<file path="config.mk">
export PLATFORM = sky130hd
export DESIGN_NAME = edge_avoid_drive_controller
export DESIGN_NICKNAME = d
export VERILOG_FILES = /design/src/design/eadc_pkg.sv /design/src/design/eadc_cfg.sv /design/src/design/eadc_step.sv /design/src/design/edge_avoid_drive_controller.sv
export SDC_FILE = /design/constraint.sdc
export NUM_CORES = 1
export LEC_CHECK = 0
export ABC_AREA = 1
export BUFFER_PORTS_ARGS = -buffer_cell sky130_fd_sc_hd__buf_2
export CORE_MARGIN = 10
export CORE_UTILIZATION = 30
export DETAILED_ROUTE_END_ITERATION = 16
export PLACE_DENSITY = 0.49
export REMOVE_ABC_BUFFERS = 1
export SYNTH_ARGS = -nofsm -noshare
export SYNTH_HDL_FRONTEND = slang
export SYNTH_SLANG_ARGS = --single-unit
</file>
<file path="constraint.sdc">
create_clock -name i_clk -period 9.1 [get_ports i_clk]
set_clock_uncertainty 0.2 [all_clocks]
set_input_delay 1.82 -clock i_clk [delete_from_list [all_inputs] [get_ports i_clk]]
set_output_delay 1.82 -clock i_clk [all_outputs]
set_load 0.005 [all_outputs]
</file>
<file path="src/design/eadc_pkg.sv">
// ----------------------------------------------------------------------------
// eadc_pkg
// Shared types, register map and duty conversion for the edge avoid drive
// controller.
// ----------------------------------------------------------------------------
package eadc_pkg;

    localparam int THR_W   = 12;
    localparam int SPD_W   = 7;
    localparam int TIME_W  = 16;
    localparam int STAMP_W = 32;
    localparam int DUTY_W  = 8;
    localparam int ADDR_W  = 5;
    localparam int DATA_W  = 32;

    // register index codes
    localparam logic [2:0] REG_LEFT_THR   = 3'd0;
    localparam logic [2:0] REG_RIGHT_THR  = 3'd1;
    localparam logic [2:0] REG_CRUISE_SPD = 3'd2;
    localparam logic [2:0] REG_REVERSE_SPD = 3'd3;
    localparam logic [2:0] REG_SPIN_SPD   = 3'd4;
    localparam logic [2:0] REG_BACKUP_MS  = 3'd5;
    localparam logic [2:0] REG_TURN_MS    = 3'd6;
    localparam logic [2:0] REG_CORNER_MS  = 3'd7;

    // reset values
    localparam logic [THR_W-1:0]  RST_THR        = 12'd3700;
    localparam logic [SPD_W-1:0]  RST_CRUISE_SPD = 7'd55;
    localparam logic [SPD_W-1:0]  RST_REVERSE_SPD = 7'd55;
    localparam logic [SPD_W-1:0]  RST_SPIN_SPD   = 7'd60;
    localparam logic [TIME_W-1:0] RST_BACKUP_MS  = 16'd300;
    localparam logic [TIME_W-1:0] RST_TURN_MS    = 16'd400;
    localparam logic [TIME_W-1:0] RST_CORNER_MS  = 16'd700;

    localparam logic [SPD_W-1:0] SPD_MAX    = 7'd100;
    // floor(x / 100) as (x * RECIP_100) >> RECIP_SHIFT, exact for x <= 25500
    localparam logic [15:0]      RECIP_100  = 16'd41944;
    localparam int               RECIP_SHIFT = 22;

    typedef enum logic [1:0] {
        MODE_FORWARD = 2'd0,
        MODE_BACKUP  = 2'd1,
        MODE_TURN    = 2'd2
    } t_mode;

    typedef enum logic [1:0] {
        SIDE_NONE  = 2'd0,
        SIDE_LEFT  = 2'd1,
        SIDE_RIGHT = 2'd2,
        SIDE_BOTH  = 2'd3
    } t_side;

    typedef struct packed {
        logic [THR_W-1:0]   left_sample;
        logic [THR_W-1:0]   right_sample;
        logic [STAMP_W-1:0] now_ms;
    } t_in_item;

    typedef struct packed {
        logic              left_forward;
        logic [DUTY_W-1:0] left_duty;
        logic              right_forward;
        logic [DUTY_W-1:0] right_duty;
        logic [1:0]        drive_mode;
        logic              left_edge_led;
        logic              right_edge_led;
    } t_out_item;

    typedef struct packed {
        logic [THR_W-1:0]  left_thr;
        logic [THR_W-1:0]  right_thr;
        logic [DUTY_W-1:0] cruise_duty;
        logic [DUTY_W-1:0] reverse_duty;
        logic [DUTY_W-1:0] spin_duty;
        logic [TIME_W-1:0] backup_ms;
        logic [TIME_W-1:0] turn_ms;
        logic [TIME_W-1:0] corner_ms;
    } t_cfg_view;

    // percent (clamped to 100) to duty, pct * 255 / 100 floored
    function automatic logic [DUTY_W-1:0] f_duty(input logic [SPD_W-1:0] spd);
        logic [SPD_W-1:0] mag;
        logic [14:0]      scaled;
        logic [30:0]      prod;
        mag    = (spd > SPD_MAX) ? SPD_MAX : spd;
        scaled = {mag, 8'b0} - {8'b0, mag};
        prod   = {16'b0, scaled} * {15'b0, RECIP_100};
        return prod[RECIP_SHIFT +: DUTY_W];
    endfunction

endpackage

</file>
<file path="src/design/eadc_cfg.sv">
// ----------------------------------------------------------------------------
// eadc_cfg
// Register file behind the APB-style port; keeps raw values for readback and
// the converted duties for the datapath.
// ----------------------------------------------------------------------------
module eadc_cfg (
    input  logic                       i_clk,
    input  logic                       i_rst_n,
    input  logic                       psel,
    input  logic                       penable,
    input  logic                       pwrite,
    input  logic [eadc_pkg::ADDR_W-1:0] paddr,
    input  logic [eadc_pkg::DATA_W-1:0] pwdata,
    output logic [eadc_pkg::DATA_W-1:0] prdata,
    output logic                       pready,
    output eadc_pkg::t_cfg_view        o_cfg
);
    import eadc_pkg::*;

    logic [THR_W-1:0]  r_left_thr;
    logic [THR_W-1:0]  r_right_thr;
    logic [SPD_W-1:0]  r_cruise_spd;
    logic [SPD_W-1:0]  r_reverse_spd;
    logic [SPD_W-1:0]  r_spin_spd;
    logic [TIME_W-1:0] r_backup_ms;
    logic [TIME_W-1:0] r_turn_ms;
    logic [TIME_W-1:0] r_corner_ms;
    logic [DUTY_W-1:0] r_cruise_duty;
    logic [DUTY_W-1:0] r_reverse_duty;
    logic [DUTY_W-1:0] r_spin_duty;

    logic       wr_en;
    logic [2:0] reg_idx;
    logic [DUTY_W-1:0] wr_duty;

    assign pready  = 1'b1;
    assign wr_en   = psel && penable && pwrite && pready;
    assign reg_idx = paddr[4:2];
    assign wr_duty = f_duty(pwdata[SPD_W-1:0]);

    always_ff @(posedge i_clk) begin
        if (!i_rst_n) begin
            r_left_thr     <= RST_THR;
            r_right_thr    <= RST_THR;
            r_cruise_spd   <= RST_CRUISE_SPD;
            r_reverse_spd  <= RST_REVERSE_SPD;
            r_spin_spd     <= RST_SPIN_SPD;
            r_backup_ms    <= RST_BACKUP_MS;
            r_turn_ms      <= RST_TURN_MS;
            r_corner_ms    <= RST_CORNER_MS;
            r_cruise_duty  <= f_duty(RST_CRUISE_SPD);
            r_reverse_duty <= f_duty(RST_REVERSE_SPD);
            r_spin_duty    <= f_duty(RST_SPIN_SPD);
        end else if (wr_en) begin
            unique case (reg_idx)
                REG_LEFT_THR:    r_left_thr  <= pwdata[THR_W-1:0];
                REG_RIGHT_THR:   r_right_thr <= pwdata[THR_W-1:0];
                REG_CRUISE_SPD: begin
                    r_cruise_spd  <= pwdata[SPD_W-1:0];
                    r_cruise_duty <= wr_duty;
                end
                REG_REVERSE_SPD: begin
                    r_reverse_spd  <= pwdata[SPD_W-1:0];
                    r_reverse_duty <= wr_duty;
                end
                REG_SPIN_SPD: begin
                    r_spin_spd  <= pwdata[SPD_W-1:0];
                    r_spin_duty <= wr_duty;
                end
                REG_BACKUP_MS:   r_backup_ms <= pwdata[TIME_W-1:0];
                REG_TURN_MS:     r_turn_ms   <= pwdata[TIME_W-1:0];
                REG_CORNER_MS:   r_corner_ms <= pwdata[TIME_W-1:0];
                default: ;
            endcase
        end
    end

    always_comb begin
        prdata = '0;
        unique case (reg_idx)
            REG_LEFT_THR:    prdata = {{(DATA_W-THR_W){1'b0}}, r_left_thr};
            REG_RIGHT_THR:   prdata = {{(DATA_W-THR_W){1'b0}}, r_right_thr};
            REG_CRUISE_SPD:  prdata = {{(DATA_W-SPD_W){1'b0}}, r_cruise_spd};
            REG_REVERSE_SPD: prdata = {{(DATA_W-SPD_W){1'b0}}, r_reverse_spd};
            REG_SPIN_SPD:    prdata = {{(DATA_W-SPD_W){1'b0}}, r_spin_spd};
            REG_BACKUP_MS:   prdata = {{(DATA_W-TIME_W){1'b0}}, r_backup_ms};
            REG_TURN_MS:     prdata = {{(DATA_W-TIME_W){1'b0}}, r_turn_ms};
            REG_CORNER_MS:   prdata = {{(DATA_W-TIME_W){1'b0}}, r_corner_ms};
            default:         prdata = '0;
        endcase
    end

    always_comb begin
        o_cfg.left_thr     = r_left_thr;
        o_cfg.right_thr    = r_right_thr;
        o_cfg.cruise_duty  = r_cruise_duty;
        o_cfg.reverse_duty = r_reverse_duty;
        o_cfg.spin_duty    = r_spin_duty;
        o_cfg.backup_ms    = r_backup_ms;
        o_cfg.turn_ms      = r_turn_ms;
        o_cfg.corner_ms    = r_corner_ms;
    end

    a_duty_zero_iff_speed_zero: assert property (@(posedge i_clk) disable iff (!i_rst_n)
        (r_cruise_duty == '0) == (r_cruise_spd == '0))
        else $error("cruise duty out of step with cruise speed");

endmodule

</file>
<file path="src/design/eadc_step.sv">
// ----------------------------------------------------------------------------
// eadc_step
// Mode state and held drive, plus the single-pass step logic that turns one
// registered request into its result.
// ----------------------------------------------------------------------------
module eadc_step (
    input  logic                 i_clk,
    input  logic                 i_rst_n,
    input  logic                 i_advance,
    input  eadc_pkg::t_in_item   i_item,
    input  eadc_pkg::t_cfg_view  i_cfg,
    output eadc_pkg::t_out_item  o_result
);
    import eadc_pkg::*;

    t_mode              r_mode,  n_mode;
    t_side              r_trig,  n_trig;
    logic [STAMP_W-1:0] r_start, n_start;
    logic               r_lfwd,  n_lfwd;
    logic [DUTY_W-1:0]  r_lduty, n_lduty;
    logic               r_rfwd,  n_rfwd;
    logic [DUTY_W-1:0]  r_rduty, n_rduty;

    logic               left_on;
    logic               right_on;
    logic [STAMP_W-1:0] elapsed;
    logic [TIME_W-1:0]  turn_limit;
    logic               spin_nz;
    logic               rev_nz;

    assign left_on    = i_item.left_sample > i_cfg.left_thr;
    assign right_on   = i_item.right_sample > i_cfg.right_thr;
    assign elapsed    = i_item.now_ms - r_start;
    assign turn_limit = (r_trig == SIDE_BOTH) ? i_cfg.corner_ms : i_cfg.turn_ms;
    assign spin_nz    = i_cfg.spin_duty != '0;
    assign rev_nz     = i_cfg.reverse_duty != '0;

    always_comb begin
        n_mode  = r_mode;
        n_trig  = r_trig;
        n_start = r_start;
        n_lfwd  = r_lfwd;
        n_lduty = r_lduty;
        n_rfwd  = r_rfwd;
        n_rduty = r_rduty;
        unique case (r_mode)
            MODE_BACKUP: begin
                n_lfwd  = !rev_nz;
                n_lduty = i_cfg.reverse_duty;
                n_rfwd  = !rev_nz;
                n_rduty = i_cfg.reverse_duty;
                if (elapsed > {{(STAMP_W-TIME_W){1'b0}}, i_cfg.backup_ms}) begin
                    n_mode  = MODE_TURN;
                    n_start = i_item.now_ms;
                end
            end
            MODE_TURN: begin
                n_lduty = i_cfg.spin_duty;
                n_rduty = i_cfg.spin_duty;
                if (r_trig == SIDE_RIGHT) begin
                    n_lfwd = !spin_nz;
                    n_rfwd = 1'b1;
                end else begin
                    n_lfwd = 1'b1;
                    n_rfwd = !spin_nz;
                end
                if (elapsed > {{(STAMP_W-TIME_W){1'b0}}, turn_limit}) begin
                    n_trig  = SIDE_NONE;
                    n_mode  = MODE_FORWARD;
                    n_start = i_item.now_ms;
                end
            end
            default: begin
                if (left_on || right_on) begin
                    n_trig  = (left_on && right_on) ? SIDE_BOTH
                                                    : (left_on ? SIDE_LEFT : SIDE_RIGHT);
                    n_mode  = MODE_BACKUP;
                    n_start = i_item.now_ms;
                end else begin
                    n_mode  = MODE_FORWARD;
                    n_lfwd  = 1'b1;
                    n_lduty = i_cfg.cruise_duty;
                    n_rfwd  = 1'b1;
                    n_rduty = i_cfg.cruise_duty;
                end
            end
        endcase
    end

    always_comb begin
        o_result.left_forward   = n_lfwd;
        o_result.left_duty      = n_lduty;
        o_result.right_forward  = n_rfwd;
        o_result.right_duty     = n_rduty;
        o_result.drive_mode     = n_mode;
        o_result.left_edge_led  = (n_mode != MODE_FORWARD)
                                  && (n_trig == SIDE_LEFT || n_trig == SIDE_BOTH);
        o_result.right_edge_led = (n_mode != MODE_FORWARD)
                                  && (n_trig == SIDE_RIGHT || n_trig == SIDE_BOTH);
    end

    always_ff @(posedge i_clk) begin
        if (!i_rst_n) begin
            r_mode  <= MODE_FORWARD;
            r_trig  <= SIDE_NONE;
            r_start <= '0;
            r_lfwd  <= 1'b1;
            r_lduty <= '0;
            r_rfwd  <= 1'b1;
            r_rduty <= '0;
        end else if (i_advance) begin
            r_mode  <= n_mode;
            r_trig  <= n_trig;
            r_start <= n_start;
            r_lfwd  <= n_lfwd;
            r_lduty <= n_lduty;
            r_rfwd  <= n_rfwd;
            r_rduty <= n_rduty;
        end
    end

    a_trigger_tracks_mode: assert property (@(posedge i_clk) disable iff (!i_rst_n)
        (r_mode == MODE_FORWARD) == (r_trig == SIDE_NONE))
        else $error("edge side out of step with mode");

    a_backup_exits_to_turn: assert property (@(posedge i_clk) disable iff (!i_rst_n)
        ($past(r_mode) == MODE_BACKUP && r_mode != MODE_BACKUP) |-> r_mode == MODE_TURN)
        else $error("back up left for a mode other than turn");

    a_forward_drive_on_clear: assert property (@(posedge i_clk) disable iff (!i_rst_n)
        (i_advance && r_mode == MODE_FORWARD && !left_on && !right_on)
        |=> (r_lfwd && r_rfwd && r_lduty == r_rduty))
        else $error("clear forward step did not drive both sides forward");

endmodule

</file>
<file path="src/design/edge_avoid_drive_controller.sv">
// ----------------------------------------------------------------------------
// edge_avoid_drive_controller
// Edge avoiding drive controller: forward, back up and turn modes driven by
// two reflectance samples and a millisecond timestamp.
// ----------------------------------------------------------------------------
// a request is held in the request register, passes the step logic and is
// registered in the result register, where it waits until it is taken
// throughput: one request per cycle; the step logic is a single pass between
// the two registers, input stalls only while a result waits under stall
// reset: synchronous active low, clears both stages, mode to forward, held
// drive to forward with zero duty and the registers to their defaults
module edge_avoid_drive_controller (
    input  logic                        i_clk,
    input  logic                        i_rst_n,
    input  logic                        i_in_valid,
    output logic                        o_in_stall,
    input  eadc_pkg::t_in_item          i_in_data,
    output logic                        o_out_valid,
    input  logic                        i_out_stall,
    output eadc_pkg::t_out_item         o_out_data,
    input  logic                        psel,
    input  logic                        penable,
    input  logic                        pwrite,
    input  logic [eadc_pkg::ADDR_W-1:0] paddr,
    input  logic [eadc_pkg::DATA_W-1:0] pwdata,
    output logic [eadc_pkg::DATA_W-1:0] prdata,
    output logic                        pready
);
    import eadc_pkg::*;

    logic      r_in_valid;
    t_in_item  r_in;
    logic      r_out_valid;
    t_out_item r_out;

    logic      advance;
    logic      in_take;
    t_cfg_view cfg;
    t_out_item step_result;

    eadc_cfg u_cfg (
        .i_clk   (i_clk),
        .i_rst_n (i_rst_n),
        .psel    (psel),
        .penable (penable),
        .pwrite  (pwrite),
        .paddr   (paddr),
        .pwdata  (pwdata),
        .prdata  (prdata),
        .pready  (pready),
        .o_cfg   (cfg)
    );

    eadc_step u_step (
        .i_clk     (i_clk),
        .i_rst_n   (i_rst_n),
        .i_advance (advance),
        .i_item    (r_in),
        .i_cfg     (cfg),
        .o_result  (step_result)
    );

    assign advance    = r_in_valid && (!r_out_valid || !i_out_stall);
    assign o_in_stall = r_in_valid && !advance;
    assign in_take    = i_in_valid && !o_in_stall;

    always_ff @(posedge i_clk) begin
        if (!i_rst_n) begin
            r_in_valid <= 1'b0;
        end else if (in_take) begin
            r_in_valid <= 1'b1;
        end else if (advance) begin
            r_in_valid <= 1'b0;
        end
    end

    always_ff @(posedge i_clk) begin
        if (in_take) begin
            r_in <= i_in_data;
        end
    end

    always_ff @(posedge i_clk) begin
        if (!i_rst_n) begin
            r_out_valid <= 1'b0;
        end else if (advance) begin
            r_out_valid <= 1'b1;
        end else if (!i_out_stall) begin
            r_out_valid <= 1'b0;
        end
    end

    always_ff @(posedge i_clk) begin
        if (advance) begin
            r_out <= step_result;
        end
    end

    assign o_out_valid = r_out_valid;
    assign o_out_data  = r_out;

    a_stalled_request_kept: assert property (@(posedge i_clk) disable iff (!i_rst_n)
        (r_in_valid && r_out_valid && i_out_stall) |=> r_in_valid)
        else $error("request dropped while result stage was stalled");

    a_empty_input_no_stall: assert property (@(posedge i_clk) disable iff (!i_rst_n)
        !r_in_valid |-> !o_in_stall)
        else $error("stall raised with an empty input stage");

    a_stalled_result_held: assert property (@(posedge i_clk) disable iff (!i_rst_n)
        (r_out_valid && i_out_stall) |=> (r_out_valid && $stable(r_out)))
        else $error("stalled result changed or dropped");

endmodule

</file>
==> flow_metrics.py, run 1 <==
metrics = {
    "floorplan": {
        "row_count": 89,
        "die_x_um": 263,
        "dieHeight_um": 263,
        "dieArea_sq_um": 69400,
        "core_region_area_sq_um": 58800,
        "start_util_pct": 30.2,
        "ios": 157,
    },
    "power_and_ir_drop": {
        "p_leak_uw": 0.0101,
        "p_clk_share_pct": 25.1,
        "internal_power_uw": 2760,
        "finalPower_uw": 4770,
        "power.density_nw_per_um2": 235,
        "p_switching_uw": 2010,
        "p_comb_share_pct": 49.3,
        "peakVddDrop_uv": 153,
        "p_seq_share_pct": 25.6,
        "netSwitchingFraction_pct": 42.2,
    },
    "worst_setup_path": {
        "crit_type": "in -> reg",
        "cp-end-kind": "flop",
        "reg2reg_from": "r_in[0]",
        "startpoint_type": "primary input",
        "slowest_delay_ns": 0.53,
        "rr_worst_depth": 25,
        "cp_common_cell": "inv_1",
        "cp_max_fo": 7,
        "reg2reg_to": "u_step.r_start[21]",
        "cp_slowest_cell": "fa_1",
        "worstPathArrival_ns": 8.26,
        "worstPathRequired_ns": 9.36,
        "r2r_setup_slack_ns": 4.31,
    },
    "finish": {
        "synthToLayoutAreaGrowth_pct": 14.1,
        "diodes": 0,
        "drive_above_1_share_pct": 9.12,
        "fillers": 6228,
        "nets": 2819,
    },
    "routing": {
        "drt_first_pass_iters": 5,
        "wl_met2_um": 24400,
        "detail-route-antenna-nets": 0,
        "drt-met1-wl_um": 24000,
        "wire_per_inst_um": 15.9,
        "drt_first_iter_violations": 915,
        "wirelength_um": 51700,
        "drc": 0,
        "viasPerCell": 4.64,
        "route.met3.wl_um": 1960,
        "top_layer_used": "met4",
        "num_vias": 15100,
    },
    "sta": {
        "tns_ns": 0,
        "max_slew.worst_pin.slew_ns": 1.33,
        "finalSetupViolCount": 0,
        "period_minus_slack_ns": 8.00,
        "finalHoldViolCount": 0,
        "period_share_pct": 87.9,
        "slew_viol_final": 0,
        "rsz0062_at_grt": "no",
        "slew_headroom_pct": 10.5,
        "fmax_mhz": 125,
    },
    "global_routing": {
        "grt_pass1_wl_um": 82000,
        "grt_pass1_vias": 14900,
        "antenna_found_initial": 1,
        "overflow": 0,
        "track_usage_pct": 14.4,
        "grt_max_degree": 62,
    },
    "yosys": {
        "synth_edf_count": 78,
        "syn_area_sq_um": 17800,
        "synth.most_common_cell": "nand2_1",
        "synth.area.mux_share_pct": 0.338,
        "synth-simple-area-share_pct": 19.3,
        "yosys_most_used_dff": "dfxtp_1",
        "synth_top_cell_by_area": "dfxtp_1",
        "synthAdderAreaFrac_pct": 20.8,
        "synth_top_family_by_area": "adder cells",
        "synthXorXnorAreaFrac_pct": 1.42,
        "ys_async_sr_fraction_pct": 0,
        "netlist_top_cells_count": "nand2_1 (506), inv_1 (465), ha_1 (188)",
        "yosysSeqAreaShare_pct": 32.7,
        "synth-compound-area-share_pct": 13.3,
        "synth.top_cells.by_area": "dfxtp_1 (19%), ha_1 (13%), edfxtp_1 (13%), nand2_1 (11%), inv_1 (9.8%)",
        "synth.top_cell.area_share_pct": 19.5,
        "synth.distinct_cells": 51,
        "synth_warnings": 0,
        "ys_ff_latch": 251,
        "synth_area_per_cell_sq_um": 7.59,
        "syn_inst": 2342,
    },
    "worst_hold_path": {
        "hp-start": "u_step.r_start[27]",
        "whs_endpoint": "u_step.r_start[27]",
        "hp-class": "reg -> reg",
        "hold_depth": 2,
    },
    "run_status": {
        "outcome": "finished, final reports clean",
    },
    "clock_network": {
        "h-tree-depth": 1,
        "clk_latency_ns": 0.60,
        "cts_buffers": 31,
        "path_clk_slew_ns": 0.06,
        "cts_sinks": 251,
        "clock-root-buffer": "clkbuf_16",
        "cts_tree": "built",
        "hold_buffers": 0,
        "cts-resized-gates": 0,
        "clk_path_buf_depth": 3,
        "cts_setup_buffers": 0,
    },
    "placed_design": {
        "port_buffers": 121,
        "dp_hpwl_um": 41000,
        "place.gp.congestion": 0.868,
    },
    "run": {
        "drv_cap": 0,
    },
}
==> metrics by stage <==
stage                     setup slack (ns)  cells  cell area (sq um)  utilization [%]  hold slack, ns
after CTS                             1.17   3262              20300             34.5           0.262
final                                 1.10   3262              20300             34.5           0.259
after floorplan                      0.808   2277              17400                -           0.229
after global placement               0.634   3204              19300             32.8           0.248
after global routing                 0.549   3262              20300             34.5           0.278
after detailed placement             0.575   3204              19300             32.8           0.253
==> how the worst max path moves through the flow <==
stage          cells past startpoint  slack [ns]  startpoint                 endpoint
6_report                          36        1.10   pwdata[4]  u_cfg.r_reverse_duty[4]
5_1_grt                           36        0.55   pwdata[4]  u_cfg.r_reverse_duty[4]
4_1_cts                           33        1.17   pwdata[4]   u_cfg.r_cruise_duty[4]
3_5_place_dp                      33        0.57   pwdata[4]  u_cfg.r_reverse_duty[4]
3_3_place_gp                      36        0.63   pwdata[4]  u_cfg.r_reverse_duty[4]
2_1_floorplan                     31        0.81   pwdata[3]  u_cfg.r_reverse_duty[4]
==> cell type report <==
type                    count  area, sq um  share of cell area [%]
multi-input cells        1553         9860                    48.7
flip-flops and latches    251         5810                    28.6
repair buffers            154          878                    4.33
inverters                 473         1780                    8.76
clock inverters            25          198                   0.975
well taps                 773          967                    4.77
clock buffers              33          783                    3.86
==> routing by layer <==
metal,global-route usage [%],vias to the layer above
li1,-,7752
met1,19.0,7040
met2,24.4,293
met3,1.87,64
met4,3.95,0
met5,0,-
==> flip-flops by register name, indices dropped and copies added (netlist names), 7 cells and up <==
register / flops
o_out_data: 22
r_in: 56
u_cfg.r_backup_ms: 16
u_cfg.r_corner_ms: 16
u_cfg.r_cruise_duty: 8
u_cfg.r_cruise_spd: 7
u_cfg.r_left_thr: 12
u_cfg.r_reverse_duty: 8
u_cfg.r_reverse_spd: 7
u_cfg.r_right_thr: 12
u_cfg.r_spin_duty: 8
u_cfg.r_spin_spd: 7
u_cfg.r_turn_ms: 16
u_step.r_lduty: 8
u_step.r_rduty: 8
u_step.r_start: 32
==> worst max-delay path: cells and delay by family <==
family	cells	cell delay, ns
AND/OR/NAND/NOR	5	0.83
buffers and inverters	12	1.07
AO/OA/AOI/OAI	10	1.57
XOR/XNOR	3	0.70
adder cells (fa/ha/maj)	6	2.29
==> power by group through the flow <==
stage,sequential (uW),clock [uW],combinational (uW)
after floorplan,1240,0,1680
after CTS,1220,1230,2380
after global placement,1250,0,2330
after global routing,1230,1280,2740
after detailed placement,1250,0,2360
final,1220,1200,2350
==> cells in the final DEF, fill, tap and decap left out, types with 25 or more instances in the layout <==
| cell type | netlist | final |
|---|---|---|
| o211ai_1 | 27 | 27 |
| dfxtp_1 | 173 | 173 |
| clkbuf_16 | 0 | 31 |
| fa_1 | 67 | 67 |
| nand2_1 | 506 | 506 |
| a21oi_1 | 185 | 185 |
| buf_2 | 4 | 121 |
| nor2_1 | 133 | 132 |
| xor2_1 | 25 | 25 |
| edfxtp_1 | 78 | 78 |
| nand3_1 | 104 | 104 |
| inv_1 | 465 | 464 |
| buf_4 | 17 | 31 |
| o21ai_0 | 148 | 148 |
| ha_1 | 188 | 188 |
==> kinds of logic (layout without fill, tap and decap cells) <==
group	Yosys count	count (layout)
AO/OA/AOI/OAI	424	424
XOR/XNOR	28	28
adder cells (fa/ha/maj)	255	255
buffers and inverters	553	685
flip-flops	251	251
multiplexers	6	6
other	2	17
AND/OR/NAND/NOR	823	823
Note: power is estimated with default switching activity, not from simulation.
==> inputs of run 2 (changes only) <==
--- a/config.mk
+++ b/config.mk
@@ -7,7 +7,7 @@
 export LEC_CHECK = 0
 export ABC_AREA = 1
 export BUFFER_PORTS_ARGS = -buffer_cell sky130_fd_sc_hd__buf_2
-export CORE_MARGIN = 10
+export CORE_MARGIN = 5
 export CORE_UTILIZATION = 30
 export DETAILED_ROUTE_END_ITERATION = 16
 export PLACE_DENSITY = 0.49
==> run 2 against run 1 <==
Against the previous run:
- core utilization barely moved
- count of clock-buffer cells in the layout rose by 4
- setup slack got worse by 0.17 ns
- design area about the same
- power increased by 0.79%
- non-clock buffer count down 3
- routed wire length is 1.2% lower
- critical path depth unchanged
==> flow_metrics.py, run 2 (synthesis gave the netlist of run 1 again) <==
metrics = {
    "global_routing": {
        "grt_max_degree": 87,
        "grt_pass1_wl_um": 79800,
        "grt_pass1_vias": 14700,
        "overflow": 0,
        "track_usage_pct": 15.4,
        "antenna_found_initial": 3,
    },
    "worst_setup_path": {
        "cp_common_cell": "inv_1",
        "worstPathRequired_ns": 9.37,
        "cp_max_fo": 7,
        "worstPathArrival_ns": 8.45,
        "cp-end-kind": "flop",
        "crit_type": "in -> reg",
        "startpoint_type": "primary input",
        "slowest_delay_ns": 0.55,
        "cp_slowest_cell": "fa_1",
    },
    "clock_network": {
        "hold_buffers": 0,
        "path_clk_slew_ns": 0.06,
        "cts_sinks": 251,
        "cts_tree": "built",
        "clock-root-buffer": "clkbuf_16",
        "clk_path_buf_depth": 3,
        "cts-resized-gates": 0,
        "cts_setup_buffers": 0,
        "cts_buffers": 30,
        "clk_latency_ns": 0.58,
        "h-tree-depth": 1,
    },
    "finish": {
        "final_common_cell": "nand2_1",
        "final_area_sq_um": 20300,
        "synthToLayoutAreaGrowth_pct": 14.2,
        "fillers": 6251,
        "final_cell_mix": "nand2_1 (506), inv_1 (464), ha_1 (188), a21oi_1 (185), dfxtp_1 (173)",
        "nets": 2815,
        "fin_cells": 3258,
        "regMostFlops": "r_in",
        "largest_reg_flops": 56,
        "drive_above_1_share_pct": 9.02,
    },
    "run_status": {
        "outcome": "finished, final reports clean",
    },
    "floorplan": {
        "start_util_pct": 30.2,
        "row_count": 89,
        "dieHeight_um": 253,
        "dieArea_sq_um": 64200,
        "core_region_area_sq_um": 58800,
        "ios": 157,
        "die_x_um": 253,
    },
    "routing": {
        "num_vias": 15200,
        "detail-route-antenna-nets": 0,
        "drc": 0,
        "wire_per_inst_um": 15.7,
        "wirelength_um": 51100,
        "drt_first_iter_violations": 953,
        "drt_first_pass_iters": 5,
        "viasPerCell": 4.68,
    },
    "placed_design": {
        "port_buffers": 121,
        "dpl-instance-area_sq_um": 19300,
        "place.gp.congestion": 0.861,
        "dp_hpwl_um": 40100,
        "placed_cells": 3201,
    },
    "sta": {
        "slew_viol_final": 0,
        "fmax_mhz": 122,
        "finalHoldViolCount": 0,
        "finalSetupViolCount": 0,
        "slew_headroom_pct": 27.3,
        "max_slew.worst_pin.slew_ns": 1.09,
        "tns_ns": 0,
        "hold-worst-slack_ns": 0.261,
        "rsz0062_at_grt": "no",
        "period_minus_slack_ns": 8.18,
        "period_share_pct": 89.8,
    },
    "power_and_ir_drop": {
        "p_leak_uw": 0.0101,
        "power.density_nw_per_um2": 237,
        "peakVddDrop_uv": 143,
    },
    "worst_hold_path": {
        "hp-class": "reg -> reg",
    },
    "run": {
        "drv_cap": 0,
    },
}
-- run 2: changes by cell type in the layout (fill, tap and decap cells not counted), sizes merged --
cell      delta
buf          -3
clkinvlp     -1
inv          -3
clkinv       -5
diode        +1
clkbuf       +4
bufinv       +3
-- run 2: path summary, 6_finish.rpt --
| check | slack (ns) | end | depth (start not counted) | start |
|---|---|---|---|---|
| max | 0.92 | u_cfg.r_cruise_duty[5] | 36 | pwdata[4] |
| min | 0.26 | u_step.r_start[4] | 2 | u_step.r_start[4] |
| min reg2reg | 0.26 | u_step.r_start[4] | 2 | u_step.r_start[4] |
| max reg2reg | 4.43 | u_step.r_start[25] | 25 | r_in[0] |
-- run 2: cell type report --
class / instances / area (sq um) / share of cell area [%]
multi-input cells: 1553 / 9860 / 48.6
clock buffers: 37 / 808 / 3.98
clock inverters: 19 / 225 / 1.11
flip-flops and latches: 251 / 5810 / 28.6
well taps: 773 / 967 / 4.77
diodes: 1 / 2.50 / 0.0123
inverters: 473 / 1780 / 8.75
repair buffers: 151 / 843 / 4.16
-- run 2: power breakdown --
group / switching, uW / internal [uW] / leakage [uW]
clock: 503 / 769 / 0.000506
sequential: 20.9 / 1200 / 0.00216
combinational: 1440 / 871 / 0.00744
-- run 2: metrics by stage --
step	utilization, %	worst slack (ns)	total power (uW)
finish	34.5	0.925	4810
global route	34.5	0.539	5280
CTS	34.5	0.928	4880
detailed placement	32.7	0.321	3570
global placement	32.7	0.419	3560
floorplan	-	0.808	2920
-- run 2: worst max-delay path: cells and delay by family --
family	cells	cell delay [ns]
AOI/OAI and AO/OA	5	0.78
adders and majority gates	7	2.81
buffers and inverters	11	1.14
and+or+nand+nor	13	1.89
-- run 2: routing by layer --
layer,part of all wire (%),track usage [%],vias up
met3,4.6,2.30,75
met4,2.6,4.18,2
li1,-,-,7754
met5,0.014,0,-
met1,46,20.6,7095
met2,47,26.2,310
